### src/rtl/csa_pkg.sv
// csa_pkg: shared types and constants of the cosine similarity accumulator
// transaction payload structs, datapath op codes and controller/datapath bundles
// no dependencies
`timescale 1ns / 1ps
`default_nettype none

package csa_pkg;

  localparam int DIGIT_W    = 16;
  localparam int DIV_STEPS  = 30;
  localparam int SQRT_STEPS = 15;
  localparam int D_W        = 30;
  localparam int ROOT_W     = 15;
  localparam int SR_W       = 18;
  localparam int CNT_W      = 5;
  localparam int SIM_W      = 16;

  typedef struct packed {
    logic signed [15:0] sample_a;
    logic signed [15:0] sample_b;
    logic               last;
  } csa_in_t;

  typedef struct packed {
    logic signed [SIM_W-1:0] similarity;
    logic                    zero_norm;
    logic                    overflowed;
  } csa_out_t;

  typedef enum logic [2:0] {
    OP_IDLE     = 3'd0,
    OP_PREP     = 3'd1,
    OP_MUL_P    = 3'd2,
    OP_MUL_M    = 3'd3,
    OP_DIV_INIT = 3'd4,
    OP_DIV      = 3'd5,
    OP_SQRT     = 3'd6,
    OP_DONE     = 3'd7
  } csa_op_t;

  typedef struct packed {
    csa_op_t op;
    logic    acc;
    logic    last;
  } csa_cmd_t;

  typedef struct packed {
    logic zero_norm;
  } csa_status_t;

endpackage

`default_nettype wire

### src/rtl/csa_ctrl.sv
// csa_ctrl: sequencer for accumulation and the end-of-run divide and square root
// drives csa_cmd_t to csa_datapath and owns the handshakes; uses csa_pkg
`timescale 1ns / 1ps
`default_nettype none

module csa_ctrl #(
  parameter int NUM_DIGITS = 4
) (
  input  wire logic                 clk,
  input  wire logic                 rst,
  input  wire logic                 in_valid,
  input  wire logic                 item_last,
  output logic                      in_stall,
  output logic                      out_valid,
  input  wire logic                 out_stall,
  input  wire csa_pkg::csa_status_t status,
  output csa_pkg::csa_cmd_t         cmd
);
  import csa_pkg::*;

  typedef enum logic [6:0] {
    ST_ACCUM    = 7'b0000001,
    ST_PREP     = 7'b0000010,
    ST_MUL_P    = 7'b0000100,
    ST_MUL_M    = 7'b0001000,
    ST_DIV_INIT = 7'b0010000,
    ST_DIV      = 7'b0100000,
    ST_SQRT     = 7'b1000000
  } csa_state_t;

  csa_state_t       state, state_next;
  logic             done;
  logic             done_next;
  logic [CNT_W-1:0] cnt, cnt_next;
  logic             step_last;
  logic             in_accept;

  assign in_stall  = (state != ST_ACCUM) || done || (out_valid && item_last);
  assign in_accept = in_valid && !in_stall;

  always_comb begin
    step_last = 1'b0;
    unique case (state)
      ST_MUL_P, ST_MUL_M: step_last = cnt == CNT_W'(NUM_DIGITS - 1);
      ST_DIV:             step_last = cnt == CNT_W'(DIV_STEPS - 1);
      ST_SQRT:            step_last = cnt == CNT_W'(SQRT_STEPS - 1);
      default:            step_last = 1'b0;
    endcase
  end

  always_comb begin
    state_next = state;
    done_next  = 1'b0;
    cnt_next   = step_last ? '0 : cnt + 1'b1;
    cmd.acc    = in_accept;
    cmd.last   = step_last;
    cmd.op     = OP_IDLE;
    unique case (state)
      ST_ACCUM: begin
        cnt_next = '0;
        if (done) begin
          cmd.op = OP_DONE;
        end else if (in_accept && item_last) begin
          state_next = ST_PREP;
        end
      end
      ST_PREP: begin
        cmd.op   = OP_PREP;
        cnt_next = '0;
        if (status.zero_norm) begin
          state_next = ST_ACCUM;
          done_next  = 1'b1;
        end else begin
          state_next = ST_MUL_P;
        end
      end
      ST_MUL_P: begin
        cmd.op = OP_MUL_P;
        if (step_last) state_next = ST_MUL_M;
      end
      ST_MUL_M: begin
        cmd.op = OP_MUL_M;
        if (step_last) state_next = ST_DIV_INIT;
      end
      ST_DIV_INIT: begin
        cmd.op     = OP_DIV_INIT;
        cnt_next   = '0;
        state_next = ST_DIV;
      end
      ST_DIV: begin
        cmd.op = OP_DIV;
        if (step_last) state_next = ST_SQRT;
      end
      ST_SQRT: begin
        cmd.op = OP_SQRT;
        if (step_last) begin
          state_next = ST_ACCUM;
          done_next  = 1'b1;
        end
      end
      default: begin
        state_next = ST_ACCUM;
        cnt_next   = '0;
      end
    endcase
  end

  always_ff @(posedge clk) begin
    if (rst) begin
      state     <= ST_ACCUM;
      cnt       <= '0;
      done      <= 1'b0;
      out_valid <= 1'b0;
    end else begin
      state <= state_next;
      cnt   <= cnt_next;
      done  <= done_next;
      if (done) begin
        out_valid <= 1'b1;
      end else if (out_valid && !out_stall) begin
        out_valid <= 1'b0;
      end
    end
  end

`ifndef SYNTHESIS
  a_last_starts_finish: assert property (@(posedge clk) disable iff (rst)
    (in_accept && item_last) |=> (state == ST_PREP))
    else $error("last transaction did not start the finish sequence");
  a_result_from_done: assert property (@(posedge clk) disable iff (rst)
    $rose(out_valid) |-> $past(done))
    else $error("result raised without a finished run");
  a_done_output_free: assert property (@(posedge clk) disable iff (rst)
    done |-> !out_valid)
    else $error("result overwritten while still pending");
`endif

endmodule

`default_nettype wire

### config.mk
export PLATFORM = sky130hd
export DESIGN_NAME = csa_ctrl
export DESIGN_NICKNAME = d
export VERILOG_FILES = /design/src/rtl/csa_pkg.sv /design/src/rtl/csa_ctrl.sv
export SDC_FILE = /design/constraint.sdc
export NUM_CORES = 1
export LEC_CHECK = 0
export CAP_MARGIN = 15
export CORE_MARGIN = 3
export CORE_UTILIZATION = 45
export CTS_CLUSTER_SIZE = 28
export DETAILED_ROUTE_END_ITERATION = 7
export DONT_BUFFER_PORTS = 1
export GPL_TIMING_DRIVEN = 0
export SLEW_MARGIN = 10
export SYNTH_ARGS = -nofsm -noshare
export SYNTH_HDL_FRONTEND = slang
export SYNTH_SLANG_ARGS = --single-unit
### constraint.sdc
create_clock -name clk -period 1.69 [get_ports clk]
set_input_delay 0.338 -clock clk [delete_from_list [all_inputs] [get_ports clk]]
set_output_delay 0.338 -clock clk [all_outputs]
set_load 0.005 [all_outputs]
# Yosys cells after proc, flatten, opt, wreduce, memory -nomap -nowiden
# Index checks and enable logic that the tools add are counted.
# Widths: inputs -> output; s select.
[word_totals]
elab_cells = 52
regBits = 14
inputBits = 6
[op_classes]
addsub = 1
n_eq_ne = 17
bitwise_logic = 1
n_reduce_logical = 13
n_mux = 16
[ops]
columns = ["operator", "n"]
rows = [
  ["$pmux 7 s7", 1],
  ["$mux 7", 6],
  ["$pmux 3 s7", 1],
  ["$ne 2x2->1 const B", 6],
  ["$eq 7x1->1 const B", 1],
  ["$eq 7x2->1 const B", 1],
  ["$eq 7x3->1 const B", 1],
  ["$eq 7x4->1 const B", 1],
  ["$eq 7x5->1 const B", 1],
  ["$eq 7x6->1 const B", 1],
  ["$eq 7x7->1 const B", 1],
  ["$ne 7x1->1 const B", 1],
  ["$mux 3", 2],
  ["$reduce_and 6->1", 1],
  ["$add 5x1->5 const B", 1],
  ["$eq 5x2->1 const B", 1],
  ["$eq 5x4->1 const B", 1],
  ["$eq 5x5->1 const B", 1],
  ["$logic_and 1x1->1", 4],
  ["$mux 1", 4],
  ["$reduce_or 4->1", 1],
  ["$pmux 1 s3", 1],
  ["$reduce_or 3->1", 1],
  ["$logic_not 1->1", 2],
  ["5 further kinds", 6],
]

# Depth between registers and ports, before layout
# Gate-level depths: netlist of the first run.
[depth]
ltp_word = 9
depth_mapped = 7
ltp_nobuf = 6

# Least setup slack after synthesis of the first run
# Ideal clock, no wire load.
[synth_path]
kind = "register to output"
start = "register state[3]"
end = "output cmd[0] (netlist name)"
n_path_buf = 2
path_stages_with_launch = 8
required_time_ns = 1.352
path_slack_ns = -0.117
arrival_ns = 1.469
path_cell_list = "dfxtp_1 buf_6 nor3_4 nand3_2 nor4b_4 o31ai_4 nor2_1 buf_4"
[synth_between]
elab_chain_len = 3
[synth_rtl]
columns = ["item", "line", "text"]
rows = [
  ["start: declaration", "csa_ctrl.sv:31", "csa_state_t state, state_next;"],
  ["start signal: assignment", "csa_ctrl.sv:115", "state <= state_next;"],
  ["$eq 7x4->1 / $eq 7x3->1 (equally long branches)", "csa_ctrl.sv:43", "unique case (state)"],
  ["$reduce_or 2->1", "csa_ctrl.sv:43", ""],
  ["$pmux 1 s3 *", "csa_ctrl.sv:43", ""],
  ["end: declaration", "csa_ctrl.sv:17", "output csa_pkg::csa_cmd_t cmd"],
]
# Mark *: on every way between the ends. The rest lies on a longest branch, timed or not.

# Final worst setup path of the first run
# Same ends and word-level chain as after synthesis.

==> results of run 1 <==
## logic make-up after synthesis
| logic type | Yosys count | share of synthesized area |
|---|---|---|
| adders and majority gates | 1 | 0.0129 |
| DFF | 14 | 0.289 |
| buffers and inverters | 8 | 0.0747 |
| xor gates and xnor gates | 5 | 0.0451 |
| AOI/OAI and AO/OA | 22 | 0.164 |
| muxes | 3 | 0.0348 |
| and+or+nand+nor | 59 | 0.380 |
## path summary, 6_finish.rpt
kind / start / end / slack, ns
setup / recovery: state[3] / cmd[0] / -0.48
hold / removal: rst / state[5] / 0.12
setup reg to reg: state[6] / done / -0.38
hold reg to reg: done / out_valid / 0.55
## worst max-delay path: stages, from the launching register on
cell     delay, ns
dfxtp_4       0.40
and2b_2       0.25
o31ai_1       0.34
o21ai_0       0.18
nand2_1       0.17
nor2_1        0.07
buf_4         0.13
## registers in the layout (all words and copies together) (netlist names)
name / cells
state: 7
cnt: 5
done: 1
out_valid: 1
## synth_stat cells (all sizes together)
cell | count | area [um^2]
dfxtp | 14 | 280
nand2 | 14 | 52.6
nor3 | 11 | 71.3
nand3 | 8 | 45.0
nor2 | 8 | 37.5
a21oi | 7 | 35.0
o31ai | 5 | 51.3
and2b | 4 | 32.5
buf | 4 | 37.5
o21ai | 4 | 20.0
xor2 | 4 | 35.0
and3 | 3 | 20.0
mux2i | 3 | 33.8
nor3b | 3 | 22.5
clkbuf | 2 | 27.5
inv | 2 | 7.51
nor2b | 2 | 20.0
o211ai | 2 | 20.0
a221oi | 1 | 8.76
a311oi | 1 | 8.76
a31oi | 1 | 6.26
and4bb | 1 | 12.5
ha | 1 | 12.5
nand4b | 1 | 8.76
nor4b | 1 | 23.8
nor4bb | 1 | 10.0
o311ai | 1 | 8.76
or2 | 1 | 6.26
or3 | 1 | 6.26
xnor2 | 1 | 8.76
## stage by stage
stage / util / instance area [um^2] / setup TNS (ns) / setup slack, ns
3_3_place_gp: 0.506 / 1010 / -2.57 / -0.304
5_1_grt: 0.633 / 1270 / -8.19 / -0.588
6_report: 0.633 / 1270 / -5.87 / -0.483
2_1_floorplan: - / 978 / -0.105 / -0.0724
4_1_cts: 0.593 / 1190 / -5.19 / -0.439
3_5_place_dp: 0.506 / 1010 / -3.11 / -0.342
## area by class of cell
| type | count | area (um^2) |
|---|---|---|
| plain buffers | 5 | 53.8 |
| clock buffers | 4 | 36.3 |
| fillers | 186 | 734 |
| inverters | 2 | 7.51 |
| multi-input cells | 90 | 704 |
| flip-flops and latches | 14 | 293 |
| well taps | 27 | 33.8 |
| repair buffers | 17 | 139 |
## power groups by stage
stage / sequential, mW / clock [mW] / combinational (mW)
floorplan: 0.379 / 0 / 0.131
CTS: 0.385 / 0.255 / 0.198
global route: 0.391 / 0.282 / 0.221
detailed placement: 0.386 / 0 / 0.156
global placement: 0.387 / 0 / 0.154
finish: 0.386 / 0.256 / 0.204
## what timing repair did
action	CTS	global route
pin swaps	9	7
hold buffers	0	0
setup endpoints to repair	19	19
gates resized for setup	20	9
buffers inserted	11	7
## layer usage
| metal | GRT usage | vias up | routed length (um) |
|---|---|---|---|
| met5 | 0 | - | 0 |
| met4 | 0.0596 | 0 | 53 |
| met3 | 0.0456 | 8 | 98 |
| met2 | 0.370 | 16 | 1220 |
| met1 | 0.246 | 415 | 1130 |
| li1 | - | 448 | - |
==> metrics.cfg, run 1 <==
[outcome]
status=finished with violations
violations=setup timing

[global_routing]
grt_pass1_wl_um=4200
track_usage=0.208
antenna_found_initial=0
grt_max_degree=11
grt_pass1_vias=918
grt-ovfl-total=0

[finish]
antennaDiodeCount=0
synthToLayoutAreaGrowth_pct=30.5
final_layout_size_suffix_gt1_frac=0.455
final_cell_mix=16 x buf_4, 10 x nand2_1, 8 x nor3_1, 8 x dfxtp_1, 7 x a21oi_1
fin_cells=159
layout.cells.most_common=buf_4
fin_nets=140

[cts]
clockRootBuffer=clkbuf_4
cts_sinks=14
clockBufferDepth=2
cts_buffers=3
clock_latency_ns=0.29
cts.clk_slew.worst_paths_ns=0.09
htreeDepth=1
cts_tree=yes

[floorplanning]
fp.dieH_um=52.5
initial_core_util=0.485
die-area_um2=2750
io_pins=13
core_area_um2=2000
rows=16
die_w_um=52.5

[synth]
synth_area_per_cell_um2=8.67
syn_area_um2=971
synth_warnings=0
synth.yosys.seq_area_share=0.289
synth_cell_types=41
ys_ff_latch=14
synth_fp_nets=119
synth_cells=112

[detailed_routing]
dr_total_vias=887
drtPass1Iterations=4
wl_per_cell_um=15.8
wirelength_um=2510
ant_nets=0
drtIter0Drc=9
via_per_inst=5.58
route.detailed.drc=0

[pwr]
power_density_nw_per_um2=667
comb_power_share=0.241
p_seq_frac=0.456
p_sw_mw=0.265
p_leak_nw=0.495
clkPwrFrac=0.303
p_int_mw=0.580
switching_share=0.314
total_power_mw=0.845
worst_ir_drop_vdd_mv=0.509

[sta]
fin_skew_ns=0.00142
min_period_ns=2.17
worst_slew_pin_slew_ns=0.338
slew_violations=0
period_share=1.29
hold_slack_ns=0.123
rsz0062_at_grt=true
relSlewSlack=0.773
fin_ws_ns=-0.483
setup_viol=19
finalHoldViolations=0
timing.fmax_mhz=460

[min_path]
hold_path_depth=1
hp-class=input port to register

[worst_setup_path]
cp-start-kind=register
path_max_fanout=8
crit_arrival_ns=1.84
rr_worst_depth=9
critPathCaptureType=primary output
cp.required_ns=1.35
critical_path_class=register to primary output

[place]
dp.final_hpwl_um=1600
gp_congestion=0.769
dp_cells=139
portBuffers=0

[flow_run]
drv_cap=0

Note: power is estimated with default switching activity, not from simulation.
==> run 2, diff against run 1 <==
--- a/config.mk
+++ b/config.mk
@@ -5,10 +5,12 @@
 export SDC_FILE = /design/constraint.sdc
 export NUM_CORES = 1
 export LEC_CHECK = 0
+export ABC_AREA = 1
 export CAP_MARGIN = 15
+export CORE_ASPECT_RATIO = 1.4
 export CORE_MARGIN = 3
 export CORE_UTILIZATION = 45
-export CTS_CLUSTER_SIZE = 28
+export CTS_CLUSTER_SIZE = 30
 export DETAILED_ROUTE_END_ITERATION = 7
 export DONT_BUFFER_PORTS = 1
 export GPL_TIMING_DRIVEN = 0
==> metrics.cfg, run 2 <==
[pwr]
worst_ir_drop_vdd_mv=0.743
total_power_mw=1.16
p_leak_nw=0.499
power_density_nw_per_um2=1060

[synth]
synth_fp_nets=133
ys.flop_type=dfxtp_1
synth_top_area_frac=0.330
synth.yosys.seq_area_share=0.330
synth_cells=126
yosysTopAreaCell=dfxtp_1
synth_area_per_cell_um2=6.73
ys_ff_latch=14
synth_edf_count=0
synth_cell_types=22
synth_area_leaders=dfxtp_1 33%, nand2_1 12%, inv_1 8.0%
async_flop_share=0
ys_top_cells_by_count=26 x nand2_1, 18 x inv_1, 14 x dfxtp_1, 14 x nor2_1, 11 x nand3_1
syn_area_um2=848
synth_warnings=0
synth.most_common_cell=nand2_1

[place]
portBuffers=0
post-place-ws_ns=-0.00724
placed_area_um2=872
gp_congestion=0.821
dp.final_hpwl_um=1380

[finish]
stdcell_area_um2=1090
final_cell_mix=20 x nand2_1, 16 x inv_1, 13 x nand2_2
largest_register_ffs=7
antennaDiodeCount=0
synthToLayoutAreaGrowth_pct=28.8
reg.largest.list=state (7), cnt (5)
fin_nets=147
final_layout_size_suffix_gt1_frac=0.428
layout.cells.most_common=nand2_1
regMostFlops=state

[cts]
clock_latency_ns=0.28
cts_tree=yes
clockRootBuffer=clkbuf_4
cts_buffers=3
clockBufferDepth=2
cts_hold_buf=0
htreeDepth=1
cts.clk_slew.worst_paths_ns=0.08
cts_sinks=14

[outcome]
violations=setup timing
status=finished with violations

[floorplanning]
die-area_um2=2450
rows=17
io_pins=13
initial_core_util=0.505
die_w_um=42.7
fp.dieH_um=57.4
core_area_um2=1680

[detailed_routing]
drtIter0Drc=3
ant_nets=0
wirelength_um=1920
dr_total_vias=797
via_per_inst=5.08
route.detailed.drc=0
drtPass1Iterations=4
wl_per_cell_um=12.2

[sta]
period_share=1.11
fin_ws_ns=-0.192
rsz0062_at_grt=true
hold_slack_ns=0.109
fin_skew_ns=0.000295
timing.fmax_mhz=531
relSlewSlack=0.755
setup_viol=6
slew_violations=0
min_period_ns=1.88
worst_slew_pin_slew_ns=0.365
finalHoldViolations=0

[worst_setup_path]
cp-start-kind=register
r2r_slack_ns=-0.01
crit_arrival_ns=1.54
r2r-end=state[3]
path_max_fanout=4
rr_worst_depth=12
r2r-start=state[2]
critPathCaptureType=primary output
critical_path_class=register to primary output
cp.required_ns=1.35

[flow_run]
drv_cap=0

[global_routing]
antenna_found_initial=0
grt_max_degree=8
grt_pass1_wl_um=3150
grt_pass1_vias=806
grt-ovfl-total=0
track_usage=0.167

[min_path]
hold_path_depth=1
hp-class=input port to register
min_to=state[5]
min_from=rst

run 2: changes by cell type in the layout (fill, tap and decap cells not counted), moves of 3 or more:
| cell | previous run | this run |
|---|---|---|
| o21ai_0 | 3 | 0 |
| nor2_1 | 6 | 12 |
| clkbuf_8 | 3 | 0 |
| nand2_1 | 10 | 20 |
| nand2_4 | 0 | 3 |
| and2b_2 | 3 | 0 |
| nor3_1 | 8 | 1 |
| buf_4 | 16 | 8 |
| inv_1 | 2 | 16 |
| nand2_2 | 4 | 13 |
| nor2_4 | 1 | 11 |
| inv_2 | 0 | 3 |
run 2: how the worst max path moves through the flow:
stage	startpoint	end	slack, ns	cells after the start
after detailed placement	state[0]	cmd[0]	-0.007	9
after floorplan	state[0]	cmd[0]	0.18	9
after global placement	state[0]	cmd[0]	0.02	9
after CTS	state[1]	cmd[0]	-0.15	10
after global routing	state[2]	cmd[1]	-0.26	8
final	state[2]	cmd[1]	-0.19	8
run 2: layout make-up:
type	instances	area, um^2
Buffer	2	22.5
Clock buffer	3	22.5
Fill cell	155	588
Inverter	20	77.6
Multi-Input combinational cell	90	586
Sequential cell	14	289
Tap cell	19	23.8
Timing Repair Buffer	9	71.3
run 2: cell families after synthesis:
family	Yosys count	synth area share
and+or+nand+nor	78	0.468
AOI/OAI and AO/OA	8	0.0501
adders and majority gates	1	0.0147
buffers and inverters	22	0.106
DFF	14	0.330
xor gates and xnor gates	3	0.0310
run 2: worst max-delay path, cell delays in order, from the launching register on:
cell and delay (ns):
dfxtp_4 0.36, nor2_4 0.14, buf_4 0.13, buf_6 0.08, nand3_2 0.07, nor2_4 0.17
nand2_2 0.11, nor2_4 0.11, buf_6 0.10
run 2: what timing repair did:
action                                  CTS  global route
endpoints found under the setup margin    4            12
buffers inserted                          6             3
pin swaps                                 5            12
gates resized for setup                  22            15
run 2: layer usage:
| layer | track usage | share of wire | vias to the layer above |
|---|---|---|---|
| li1 | - | - | 413 |
| met2 | 0.330 | 0.58 | 7 |
| met4 | 0.0933 | 0.024 | 0 |
| met3 | 0.0252 | 0.029 | 5 |
| met1 | 0.153 | 0.37 | 372 |
| met5 | 0 | 0 | - |
run 2: metrics by stage:
stage               std cells   util  setup TNS, ns
detailed placement        145  0.519       -0.00724
floorplan                 126      -              0
CTS                       154  0.612         -0.245
finish                    157  0.650         -0.635
global route              157  0.650          -1.19
global placement          145  0.519              0
run 2: report_power, final:
part	internal (mW)	switching [mW]	total (mW)
clock network	0.0828	0.106	0.189
logic	0.240	0.321	0.560
registers	0.369	0.0396	0.408
==> run 3, diff against run 2 <==
--- a/config.mk
+++ b/config.mk
@@ -6,14 +6,14 @@
 export NUM_CORES = 1
 export LEC_CHECK = 0
 export ABC_AREA = 1
+export BUFFER_PORTS_ARGS = -buffer_cell sky130_fd_sc_hd__buf_2
 export CAP_MARGIN = 15
-export CORE_ASPECT_RATIO = 1.4
 export CORE_MARGIN = 3
 export CORE_UTILIZATION = 45
 export CTS_CLUSTER_SIZE = 30
 export DETAILED_ROUTE_END_ITERATION = 7
-export DONT_BUFFER_PORTS = 1
 export GPL_TIMING_DRIVEN = 0
+export PLACE_DENSITY = 0.68
 export SLEW_MARGIN = 10
 export SYNTH_ARGS = -nofsm -noshare
 export SYNTH_HDL_FRONTEND = slang
==> metrics.cfg, run 3 (same netlist as run 2, synthesis figures left out) <==
[global_routing]
grt_pass1_vias=857
grt_pass1_wl_um=3640
grt-ovfl-total=0
track_usage=0.190
antenna_found_initial=0
grt_max_degree=8

[pwr]
worst_ir_drop_vdd_mv=0.895
power_density_nw_per_um2=971
p_leak_nw=0.569

[worst_setup_path]
crit_arrival_ns=1.60
path_max_fanout=4
cp.required_ns=1.35
critical_path_class=register to primary output
critPathCaptureType=primary output
rr_worst_depth=14
cp-start-kind=register

[place]
dp.final_hpwl_um=1320
portBuffers=12
placed_area_um2=940
gp_congestion=0.815
dp_cells=163
post-place-ws_ns=-0.0737

[detailed_routing]
drtIter0Drc=29
route.detailed.drc=0
dr_total_vias=901
ant_nets=0
wl_per_cell_um=13.1
drtPass1Iterations=4
via_per_inst=5.06
wirelength_um=2330

[sta]
relSlewSlack=0.755
rsz0062_at_grt=true
period_share=1.15
timing.fmax_mhz=516
min_period_ns=1.94
finalHoldViolations=0
fin_skew_ns=0.00616
worst_slew_pin_slew_ns=0.365
slew_violations=0
fin_ws_ns=-0.247
setup_viol=10

[floorplanning]
rows=15
io_pins=13
core_area_um2=1750
initial_core_util=0.486
die_w_um=49.4
fp.dieH_um=49.4
die-area_um2=2440

[outcome]
status=finished with violations
violations=setup timing

[finish]
reg.largest.list=state (7), cnt (5)
regMostFlops=state
stdcell_area_um2=1220
fin_cells=178
layout.cells.most_common=nand2_1
fin_nets=162
nFillCells=147
synthToLayoutAreaGrowth_pct=43.5
multi_input_area_um2=622
final_cell_mix=17 x nand2_1, 16 x inv_1, 15 x nand2_2
final_layout_size_suffix_gt1_frac=0.536
register_area_um2=289
antennaDiodeCount=0
largest_register_ffs=7

[cts]
cts.clk_slew.worst_paths_ns=0.08
clockBufferDepth=2
cts_hold_buf=0
clock_latency_ns=0.28
htreeDepth=1
clockRootBuffer=clkbuf_4
cts_tree=yes
cts_sinks=14
cts_buffers=3

[flow_run]
drv_cap=0

[min_path]
hold_path_depth=2
hp-class=input port to register

==> run 3: cell count changes in the layout (fill, tap and decap cells not counted), moves of 2 or more <==
cell / previous run / this run
nor2_2: 1 / 3
buf_2: 0 / 11
nor2_1: 12 / 10
buf_4: 8 / 13
nand2_2: 13 / 15
nand2_1: 20 / 17
==> run 3: per-layer routing <==
| layer | wire, um | GRT usage | vias to the layer above |
|---|---|---|---|
| met5 | 0 | 0 | - |
| met4 | 27 | 0.106 | 0 |
| met3 | 128 | 0.0398 | 4 |
| met2 | 1150 | 0.290 | 30 |
| met1 | 1030 | 0.248 | 423 |
| li1 | - | - | 444 |
==> run 3: path summary, 6_finish.rpt <==
kind,slack (ns),start,to
max,-0.25,state[6],cmd[0]
min,0.30,rst,state[2]
max reg2reg,-0.11,state[2],state[3]
min reg2reg,0.51,cnt[0],cnt[0]
==> run 3: area by class of cell <==
type,instances,share of cell area
multi-input cells,90,0.511
flip-flops and latches,14,0.237
repair buffers,25,0.138
inverters,20,0.0637
well taps,25,0.0257
clock buffers,3,0.0185
plain buffers,1,0.00617
==> run 3: metrics by stage <==
stage / TNS, ns / util / total power [mW] / hold slack [ns]
after floorplan: 0 / - / 0.741 / 0.407
after global placement: -0.0724 / 0.538 / 0.837 / 0.470
after detailed placement: -0.0737 / 0.538 / 0.840 / 0.472
after CTS: -0.792 / 0.647 / 1.11 / 0.290
after global routing: -2.06 / 0.697 / 1.26 / 0.299
final: -1.02 / 0.697 / 1.18 / 0.296
==> run 3: repair_timing <==
action                     in CTS  in global routing
buffers inserted               11                  6
pin swaps                      14                 10
setup endpoints to repair       5                 15
gates resized for setup        27                 20
==> run 3: power breakdown <==
group / switching (mW) / internal, mW / total, mW
logic: 0.350 / 0.233 / 0.582
clock network: 0.107 / 0.0827 / 0.190
registers: 0.0418 / 0.369 / 0.411
==> run 3: worst max-delay path: stages (launching register included) <==
cell and delay (ns):
dfxtp_1 0.39, inv_2 0.08, nand2_4 0.13, nor2_4 0.06, nor2_1 0.22, nand2_2 0.15
nand3_4 0.13, inv_2 0.04, buf_6 0.10
